**config.mk**
```make
export PLATFORM = sky130hd
export DESIGN_NAME = packet_payload_pattern_filter
export DESIGN_NICKNAME = d
export VERILOG_FILES = /design/src/rtl/core/ppf_pkg.sv /design/src/rtl/core/ppf_inspect.sv /design/src/rtl/core/packet_payload_pattern_filter.sv
export SDC_FILE = /design/constraint.sdc
export NUM_CORES = 1
export LEC_CHECK = 0
export ABC_AREA = 1
export BUFFER_PORTS_ARGS = -buffer_cell sky130_fd_sc_hd__buf_2
export CORE_MARGIN = 4
export CORE_UTILIZATION = 25
export CTS_CLUSTER_DIAMETER = 120
export DETAILED_ROUTE_END_ITERATION = 8
export PLACE_DENSITY_LB_ADDON = 0.3
export SKIP_LAST_GASP = 1
export SLEW_MARGIN = 30
export SYNTH_ARGS = -nofsm -noshare
export SYNTH_HDL_FRONTEND = slang
export SYNTH_SLANG_ARGS = --single-unit
export TNS_END_PERCENT = 5
```
**constraint.sdc**
```tcl
create_clock -name i_clk -period 5.64 [get_ports i_clk]
set_clock_uncertainty 0.15 [all_clocks]
set_input_delay 1.128 -clock i_clk [delete_from_list [all_inputs] [get_ports i_clk]]
set_output_delay 1.128 -clock i_clk [all_outputs]
set_load 0.02 [all_outputs]
```
**src/rtl/core/ppf_pkg.sv**
```systemverilog
`default_nettype none
// ----------------------------------------------------------------------------
// ppf_pkg
// Shared types and constants of the packet payload pattern filter: register
// indexes, reset values, verdict causes and frame layout positions.
// ----------------------------------------------------------------------------
package ppf_pkg;

    // Configuration register indexes.
    localparam int unsigned CFG_IDX_W = 2;
    localparam logic [CFG_IDX_W-1:0] CFG_SOURCE_ADDRESS  = 2'd0;
    localparam logic [CFG_IDX_W-1:0] CFG_PROTOCOL_NUMBER = 2'd1;
    localparam logic [CFG_IDX_W-1:0] CFG_NEEDLE_BYTES    = 2'd2;
    localparam logic [CFG_IDX_W-1:0] CFG_MAX_SCAN        = 2'd3;

    localparam int unsigned CFG_DATA_W = 40;
    localparam int unsigned ADDR_W     = 32;
    localparam int unsigned PROTO_W    = 8;
    localparam int unsigned NEEDLE_W   = 40;
    localparam int unsigned SCAN_W     = 16;

    localparam logic [ADDR_W-1:0]   RST_SOURCE_ADDRESS  = 32'd167837697;
    localparam logic [PROTO_W-1:0]  RST_PROTOCOL_NUMBER = 8'd6;
    localparam logic [NEEDLE_W-1:0] RST_NEEDLE_BYTES    = 40'd362272688200;
    localparam logic [SCAN_W-1:0]   RST_MAX_SCAN        = 16'd1550;

    // Default needle length in bytes (legal range 1 to 8).
    localparam int unsigned NEEDLE_BYTES_DEF = 5;

    // Frame layout and length limits.
    localparam int unsigned COUNT_W         = 17;
    localparam int unsigned MAX_FRAME_BYTES = 65535;
    localparam int unsigned MIN_FRAME_BYTES = 34;
    localparam int unsigned ADDR_FIRST      = 26;
    localparam int unsigned ADDR_LAST       = 29;
    localparam int unsigned PROTO_POS       = 23;

    // Verdict causes.
    localparam int unsigned CAUSE_W = 3;
    localparam logic [CAUSE_W-1:0] CAUSE_NOT_SELECTED = 3'd0;
    localparam logic [CAUSE_W-1:0] CAUSE_NO_MATCH     = 3'd1;
    localparam logic [CAUSE_W-1:0] CAUSE_TOO_SHORT    = 3'd2;
    localparam logic [CAUSE_W-1:0] CAUSE_TOO_LONG     = 3'd3;
    localparam logic [CAUSE_W-1:0] CAUSE_NEEDLE_FOUND = 3'd4;
    localparam logic [CAUSE_W-1:0] CAUSE_SCAN_LIMIT   = 3'd5;

    // Configuration handed from the register file to the inspection engine.
    typedef struct packed {
        logic [ADDR_W-1:0]   source_address;
        logic [PROTO_W-1:0]  protocol_number;
        logic [NEEDLE_W-1:0] needle_bytes;
        logic [SCAN_W-1:0]   max_scan;
    } t_cfg;

endpackage
`default_nettype wire

```
**src/rtl/core/ppf_inspect.sv**
```systemverilog
`default_nettype none
// ----------------------------------------------------------------------------
// ppf_inspect
// Per-frame state of the filter: byte counter, needle window, header capture
// and match flags, updated once per frame byte, with the verdict of the
// frame formed on its final byte.
// ----------------------------------------------------------------------------
module ppf_inspect #(
    parameter int unsigned NEEDLE_BYTES = ppf_pkg::NEEDLE_BYTES_DEF
) (
    input  wire                              i_clk,
    input  wire                              i_rst_n,
    input  wire ppf_pkg::t_cfg               i_cfg,
    input  wire                              i_step,
    input  wire [7:0]                        i_frame_byte,
    input  wire                              i_end_of_frame,
    output logic                             o_drop,
    output logic [ppf_pkg::CAUSE_W-1:0]      o_cause
);

    localparam int unsigned WIN_W = 8 * NEEDLE_BYTES;
    localparam int unsigned CW    = ppf_pkg::COUNT_W;

    logic [CW-1:0]                  r_byte_count, n_byte_count;
    logic [WIN_W-1:0]               r_window, n_window;
    logic [ppf_pkg::ADDR_W-1:0]     r_addr, n_addr;
    logic [ppf_pkg::PROTO_W-1:0]    r_proto, n_proto;
    logic                           r_match, n_match;
    logic                           r_limit, n_limit;

    logic [WIN_W+7:0]               win_ext;
    logic [WIN_W-1:0]               win;
    logic [63:0]                    needle_ext;
    logic [WIN_W-1:0]               needle_w;
    logic [CW-1:0]                  scan_end;
    logic                           in_window;
    logic [CW-1:0]                  len;
    logic                           upd_match, upd_limit;
    logic [ppf_pkg::ADDR_W-1:0]     upd_addr;
    logic [ppf_pkg::PROTO_W-1:0]    upd_proto;

    assign win_ext    = {r_window, i_frame_byte};
    assign win        = win_ext[WIN_W-1:0];
    assign needle_ext = {{(64-ppf_pkg::NEEDLE_W){1'b0}}, i_cfg.needle_bytes};
    assign needle_w   = needle_ext[WIN_W-1:0];

    // Start offset s = count - (N-1) lies beyond the limit when
    // count > max_scan + (N-1); the sum fits in the counter width.
    assign scan_end  = {1'b0, i_cfg.max_scan} + CW'(NEEDLE_BYTES - 1);
    assign in_window = (r_byte_count >= CW'(NEEDLE_BYTES - 1)) && !r_byte_count[CW-1];

    always_comb begin
        upd_addr  = r_addr;
        upd_proto = r_proto;
        upd_match = r_match;
        upd_limit = r_limit;
        if (r_byte_count >= CW'(ppf_pkg::ADDR_FIRST) &&
            r_byte_count <= CW'(ppf_pkg::ADDR_LAST)) begin
            upd_addr = {r_addr[ppf_pkg::ADDR_W-9:0], i_frame_byte};
        end
        if (r_byte_count == CW'(ppf_pkg::PROTO_POS)) begin
            upd_proto = i_frame_byte;
        end
        if (in_window) begin
            if (r_byte_count > scan_end) begin
                upd_limit = 1'b1;
            end else if (win == needle_w) begin
                upd_match = 1'b1;
            end
        end
        // The counter stops at 65536 so an overlong frame stays too long.
        len = r_byte_count[CW-1] ? r_byte_count : r_byte_count + CW'(1);
    end

    always_comb begin
        if (len > CW'(ppf_pkg::MAX_FRAME_BYTES)) begin
            o_cause = ppf_pkg::CAUSE_TOO_LONG;
        end else if (len < CW'(ppf_pkg::MIN_FRAME_BYTES)) begin
            o_cause = ppf_pkg::CAUSE_TOO_SHORT;
        end else if (upd_addr != i_cfg.source_address ||
                     upd_proto != i_cfg.protocol_number) begin
            o_cause = ppf_pkg::CAUSE_NOT_SELECTED;
        end else if (upd_match) begin
            o_cause = ppf_pkg::CAUSE_NEEDLE_FOUND;
        end else if (upd_limit) begin
            o_cause = ppf_pkg::CAUSE_SCAN_LIMIT;
        end else begin
            o_cause = ppf_pkg::CAUSE_NO_MATCH;
        end
        o_drop = (o_cause >= ppf_pkg::CAUSE_TOO_SHORT);
    end

    always_comb begin
        n_byte_count = r_byte_count;
        n_window     = r_window;
        n_addr       = r_addr;
        n_proto      = r_proto;
        n_match      = r_match;
        n_limit      = r_limit;
        if (i_step) begin
            if (i_end_of_frame) begin
                n_byte_count = '0;
                n_window     = '0;
                n_addr       = '0;
                n_proto      = '0;
                n_match      = 1'b0;
                n_limit      = 1'b0;
            end else begin
                n_byte_count = len;
                n_window     = win;
                n_addr       = upd_addr;
                n_proto      = upd_proto;
                n_match      = upd_match;
                n_limit      = upd_limit;
            end
        end
    end

    always_ff @(posedge i_clk) begin
        if (!i_rst_n) begin
            r_byte_count <= '0;
            r_window     <= '0;
            r_addr       <= '0;
            r_proto      <= '0;
            r_match      <= 1'b0;
            r_limit      <= 1'b0;
        end else begin
            r_byte_count <= n_byte_count;
            r_window     <= n_window;
            r_addr       <= n_addr;
            r_proto      <= n_proto;
            r_match      <= n_match;
            r_limit      <= n_limit;
        end
    end

endmodule
`default_nettype wire

```
**src/rtl/core/packet_payload_pattern_filter.sv**
```systemverilog
`default_nettype none
// ----------------------------------------------------------------------------
// packet_payload_pattern_filter
// Byte-stream frame filter giving one pass or drop verdict per frame.
// ----------------------------------------------------------------------------
// The block takes one frame byte per cycle, with no gaps needed between
// frames, unless a final byte waits on a stalled, full output register.
// Each accepted item passes through an input register and is folded into
// the per-frame state as it leaves; the byte that carries end of frame
// then also loads one verdict item into the output register, held there
// until taken. Non-final bytes produce no item. The window compare and
// counter update are combinational. A frame is inspected only if its IPv4
// source address (bytes 26 to 29) and protocol byte (byte 23) match the
// configuration; inspected frames are dropped when the needle starts at an
// offset up to max_scan, or when a window starts beyond it. Frames under 34
// or over 65535 bytes are always dropped. Configuration must be written
// only while no frame is in flight (not enforced); the port is always ready.
module packet_payload_pattern_filter #(
    parameter int unsigned NEEDLE_BYTES = ppf_pkg::NEEDLE_BYTES_DEF
) (
    input  wire                                 i_clk,
    input  wire                                 i_rst_n,
    // Input byte channel.
    input  wire                                 i_in_valid,
    output logic                                o_in_stall,
    input  wire [7:0]                           i_frame_byte,
    input  wire                                 i_end_of_frame,
    // Verdict channel.
    output logic                                o_out_valid,
    input  wire                                 i_out_stall,
    output logic                                o_drop,
    output logic [ppf_pkg::CAUSE_W-1:0]         o_cause,
    // Configuration write channel.
    input  wire                                 i_cfg_valid,
    output logic                                o_cfg_ready,
    input  wire [ppf_pkg::CFG_IDX_W-1:0]        i_cfg_index,
    input  wire [ppf_pkg::CFG_DATA_W-1:0]       i_cfg_data
);

    ppf_pkg::t_cfg                  r_cfg, n_cfg;

    logic                           r_s1_valid, n_s1_valid;
    logic [7:0]                     r_s1_byte;
    logic                           r_s1_eof;

    logic                           r_out_valid, n_out_valid;
    logic                           r_out_drop;
    logic [ppf_pkg::CAUSE_W-1:0]    r_out_cause;

    logic                           in_acc;
    logic                           out_free;
    logic                           s1_go;
    logic                           out_load;
    logic                           v_drop;
    logic [ppf_pkg::CAUSE_W-1:0]    v_cause;

    // Configuration registers.
    assign o_cfg_ready = 1'b1;

    always_comb begin
        n_cfg = r_cfg;
        if (i_cfg_valid) begin
            unique case (i_cfg_index)
                ppf_pkg::CFG_SOURCE_ADDRESS:
                    n_cfg.source_address = i_cfg_data[ppf_pkg::ADDR_W-1:0];
                ppf_pkg::CFG_PROTOCOL_NUMBER:
                    n_cfg.protocol_number = i_cfg_data[ppf_pkg::PROTO_W-1:0];
                ppf_pkg::CFG_NEEDLE_BYTES:
                    n_cfg.needle_bytes = i_cfg_data[ppf_pkg::NEEDLE_W-1:0];
                ppf_pkg::CFG_MAX_SCAN:
                    n_cfg.max_scan = i_cfg_data[ppf_pkg::SCAN_W-1:0];
                default: begin
                end
            endcase
        end
    end

    // A non-final byte never needs the output register, so only a final
    // byte waits for it.
    assign out_free   = !r_out_valid || !i_out_stall;
    assign s1_go      = r_s1_valid && (!r_s1_eof || out_free);
    assign o_in_stall = r_s1_valid && !s1_go;
    assign in_acc     = i_in_valid && !o_in_stall;
    assign out_load   = s1_go && r_s1_eof;

    always_comb begin
        n_s1_valid = r_s1_valid;
        if (in_acc) begin
            n_s1_valid = 1'b1;
        end else if (s1_go) begin
            n_s1_valid = 1'b0;
        end
        n_out_valid = r_out_valid;
        if (out_load) begin
            n_out_valid = 1'b1;
        end else if (!i_out_stall) begin
            n_out_valid = 1'b0;
        end
    end

    ppf_inspect #(
        .NEEDLE_BYTES (NEEDLE_BYTES)
    ) u_inspect (
        .i_clk          (i_clk),
        .i_rst_n        (i_rst_n),
        .i_cfg          (r_cfg),
        .i_step         (s1_go),
        .i_frame_byte   (r_s1_byte),
        .i_end_of_frame (r_s1_eof),
        .o_drop         (v_drop),
        .o_cause        (v_cause)
    );

    always_ff @(posedge i_clk) begin
        if (!i_rst_n) begin
            r_cfg.source_address  <= ppf_pkg::RST_SOURCE_ADDRESS;
            r_cfg.protocol_number <= ppf_pkg::RST_PROTOCOL_NUMBER;
            r_cfg.needle_bytes    <= ppf_pkg::RST_NEEDLE_BYTES;
            r_cfg.max_scan        <= ppf_pkg::RST_MAX_SCAN;
            r_s1_valid            <= 1'b0;
            r_out_valid           <= 1'b0;
        end else begin
            r_cfg       <= n_cfg;
            r_s1_valid  <= n_s1_valid;
            r_out_valid <= n_out_valid;
        end
    end

    always_ff @(posedge i_clk) begin
        if (in_acc) begin
            r_s1_byte <= i_frame_byte;
            r_s1_eof  <= i_end_of_frame;
        end
        if (out_load) begin
            r_out_drop  <= v_drop;
            r_out_cause <= v_cause;
        end
    end

    assign o_out_valid = r_out_valid;
    assign o_drop      = r_out_drop;
    assign o_cause     = r_out_cause;

endmodule
`default_nettype wire
```
==> impl_metrics.json <==
{
  "multi_input_area_mm2": 0.00517,
  "cp.arrival_ns": 4.09,
  "cap_violations": 0,
  "cp_cell_sequence": "inv_1 -> nand2_1 -> nor2_2 -> nand2_1 -> nor2_1 -> nand2_2 -> nand2_2 -> clkinv_1 -> nand2_1 -> nand2_1 -> nand2_1 -> nand2_1 -> inv_1 -> nand2_1 -> nor2_1 -> nand2_1 -> nor2_1 -> nand3_1 -> nand2_1",
  "vias": 9259,
  "r2r_cells": 19,
  "fin_crit_sh_pct": 68.2,
  "nets": 1557,
  "grt_max_degree": 96,
  "register_area_mm2": 0.00417,
  "ys_warn_count": 0,
  "worstHoldPathType": "flip-flop to flip-flop",
  "rr_startpoint": "u_inspect.r_byte_count[5]",
  "finalSetupViolCount": 0,
  "htree_levels": 1,
  "clk_pin_slew_ns": 0.06,
  "reg2reg_slack_ns": 1.79,
  "synth_ff_type": "dfxtp_1",
  "insertion_delay_ns": 0.51,
  "cts_buffers": 22,
  "slowest_delay_ns": 0.78,
  "hold_viol": 0,
  "async_flop_share_pct": 0,
  "antenna_found_initial": 0,
  "drcViolationCount": 0,
  "holdWs_ns": 0.298,
  "drtPass1Iterations": 5,
  "grt_pass1_wl_um": 48400,
  "numPortBuffers": 61,
  "fin_crit_ns": 3.85,
  "slew_viol_final": 0,
  "worstSetupStartpointType": "flip-flop",
  "crit_top_cell": "nand2_1",
  "cts_tree": "built",
  "crit_slowest_cell": "nand2_2",
  "drt-initial-drc-count": 595,
  "status": "finished clean",
  "avgSynthCellArea_um2": 6.90,
  "placed_area_mm2": 0.0108,
  "rsz0062_at_grt": "false",
  "clock-sinks": 202,
  "rows": 73,
  "antenna_left": 0,
  "ys_seq_elements": 202,
  "floorplan.die.height_um": 208,
  "design_area_mm2": 0.0116,
  "hold_path_startpoint": "u_inspect.r_match",
  "synth_cell_types": 39,
  "fin_tns_setup_ns": 0,
  "die_area_mm2": 0.0434,
  "maxSlewHeadroom_pct": 36.1,
  "fillers": 4320,
  "start_util_pct": 25.3,
  "worst_pin_slew_ns": 0.959,
  "clockBufferDepth": 3,
  "area_growth_pct": 16.1,
  "routabilityCongestion": 0.844,
  "dpl.hpwl_um": 21400,
  "holdBufCountCts": 0,
  "cts-resized-gates": 0,
  "min_delay_worst_endpoint": "u_inspect.r_match",
  "grt_pass1_vias": 8843,
  "irDropWorstVdd_uv": 231,
  "cts_root_buffer": "clkbuf_16",
  "grt_overflow_total": 0,
  "viasPerCell": 4.58,
  "syn_inst": 1454,
  "gr-usage-all-layers_pct": 13.7,
  "whs_path_depth": 2,
  "wl_per_cell_um": 15.1,
  "power_density_mw_per_mm2": 291,
  "ios": 63,
  "critPathMaxFanout": 39,
  "leakage_uw": 0.00478,
  "routed_wl_um": 30600,
  "worst_ep_required_time_ns": 5.88,
  "coreArea_mm2": 0.0397,
  "die_w_um": 208,
  "max_freq_mhz": 260,
  "synth-edff-count": 13,
  "syn_nets": 1531,
  "drive_gt1_share_pct": 8.62,
  "end_kind": "flip-flop",
  "ys_seq_area_share_pct": 41.6,
  "post-cts-setup-buffers": 0,
  "path_class": "flip-flop to flip-flop",
  "synth_area_mm2": 0.0100,
  "r2r-end": "o_drop"
}
-- synthesized netlist by cell type, types with 2 or more instances --
master | count | area share (%)
nand2_1 | 427 | 16
dfxtp_1 | 189 | 38
nor2_1 | 156 | 5.8
a21oi_1 | 128 | 6.4
nand3_1 | 112 | 5.6
inv_1 | 110 | 4.1
o21ai_0 | 82 | 4.1
clkbuf_1 | 54 | 2.0
xnor2_1 | 34 | 3.0
xor2_1 | 24 | 2.1
ha_1 | 21 | 2.6
nand3b_1 | 20 | 1.5
nor3_1 | 17 | 0.85
edfxtp_1 | 13 | 3.9
nand4_1 | 13 | 0.81
buf_2 | 6 | 0.30
o211ai_1 | 6 | 0.45
or2_2 | 5 | 0.31
nand2_2 | 4 | 0.25
o22ai_1 | 4 | 0.25
buf_6 | 3 | 0.34
inv_2 | 3 | 0.11
a31oi_1 | 2 | 0.12
buf_1 | 2 | 0.075
buf_4 | 2 | 0.15
clkinv_1 | 2 | 0.075
nor2_2 | 2 | 0.12
o21ai_2 | 2 | 0.17
-- stage by stage --
step	utilization [%]	std cells	total power, µW	setup WS, ns
finish	29.3	2022	3390	1.79
global route	29.3	2021	3520	1.38
CTS	29.3	2021	3430	1.80
detailed placement	27.2	1981	1790	1.83
global placement	27.2	1981	1790	1.90
floorplan	-	1454	1690	2.40
-- worst max-delay path, delay by kind of cell (launching register included) --
family | cells | cell delay, ns
buffers and inverters | 3 | 0.70
DFF | 1 | 0.37
and+or+nand+nor | 16 | 2.48
-- layer usage --
metal	global-route usage, %	wire length [µm]	up-vias
li1	-	-	4737
met1	18.9	14400	4287
met2	22.3	14100	192
met3	1.76	1340	43
met4	3.96	780	0
met5	0	0	-
-- cell type report --
cell class	count	area share [%]
clock buffers	31	5.63
diodes	1	0.0215
well taps	525	5.64
clock inverters	9	1.46
repair buffers	69	3.35
flip-flops and latches	202	35.8
multi-input cells	1070	44.4
inverters	115	3.71
-- worst max path at each step --
stage	start	endpoint	slack, ns	depth (start not counted)
2_1_floorplan	r_cfg[2]	o_drop	2.40	21
3_3_place_gp	r_cfg[2]	o_drop	1.90	21
3_5_place_dp	u_inspect.r_byte_count[5]	o_cause[2]	1.83	16
4_1_cts	u_inspect.r_byte_count[5]	o_cause[2]	1.80	16
5_1_grt	u_inspect.r_byte_count[5]	o_drop	1.38	17
6_report	u_inspect.r_byte_count[5]	o_drop	1.79	19
-- registers in the layout, summed over array words and instances (netlist names) --
signal	count
o_cause	3
o_drop	1
o_out_valid	1
r_cfg	96
r_s1_byte	8
r_s1_eof	1
r_s1_valid	1
u_inspect.r_addr	32
u_inspect.r_byte_count	17
u_inspect.r_limit	1
u_inspect.r_match	1
u_inspect.r_proto	8
u_inspect.r_window	32
-- report_power, final --
part / internal, µW / switching [µW] / total [µW] / leakage [µW]
combinational: 78.7 / 156 / 235 / 0.00272
sequential: 1490 / 36.6 / 1520 / 0.00165
clock: 1040 / 599 / 1640 / 0.000409
total: 2600 / 793 / 3390 / 0.00478
-- cell usage in the layout (no fill, tap or decap), types with 3 or more instances in the layout --
master	instances
buf_4	6
a21oi_1	128
nand3b_1	20
o22ai_1	4
nor2_1	155
xnor2_1	34
dfxtp_1	189
nor3_1	15
or2_2	5
clkinv_2	4
nand2_2	4
buf_2	61
clkbuf_16	23
ha_1	21
inv_1	109
inv_2	4
clkbuf_1	3
edfxtp_1	13
clkbuf_8	5
nand2_1	427
nand3_1	112
bufinv_16	5
o21ai_0	82
nand4_1	13
o211ai_1	6
xor2_1	24
-- logic make-up (layout without fill, tap and decap cells) --
| kind of cell | after synthesis | count (layout) | share of synthesized area (%) |
|---|---|---|---|
| and+or+nand+nor | 760 | 760 | 31.6 |
| AOI/OAI and AO/OA | 230 | 230 | 11.9 |
| DFF | 202 | 202 | 41.6 |
| buffers and inverters | 182 | 224 | 7.18 |
| xor gates and xnor gates | 58 | 58 | 5.06 |
| adders and majority gates | 21 | 21 | 2.62 |
| other | 1 | 2 | 0.0374 |
Power figures use the tool's default switching activity.
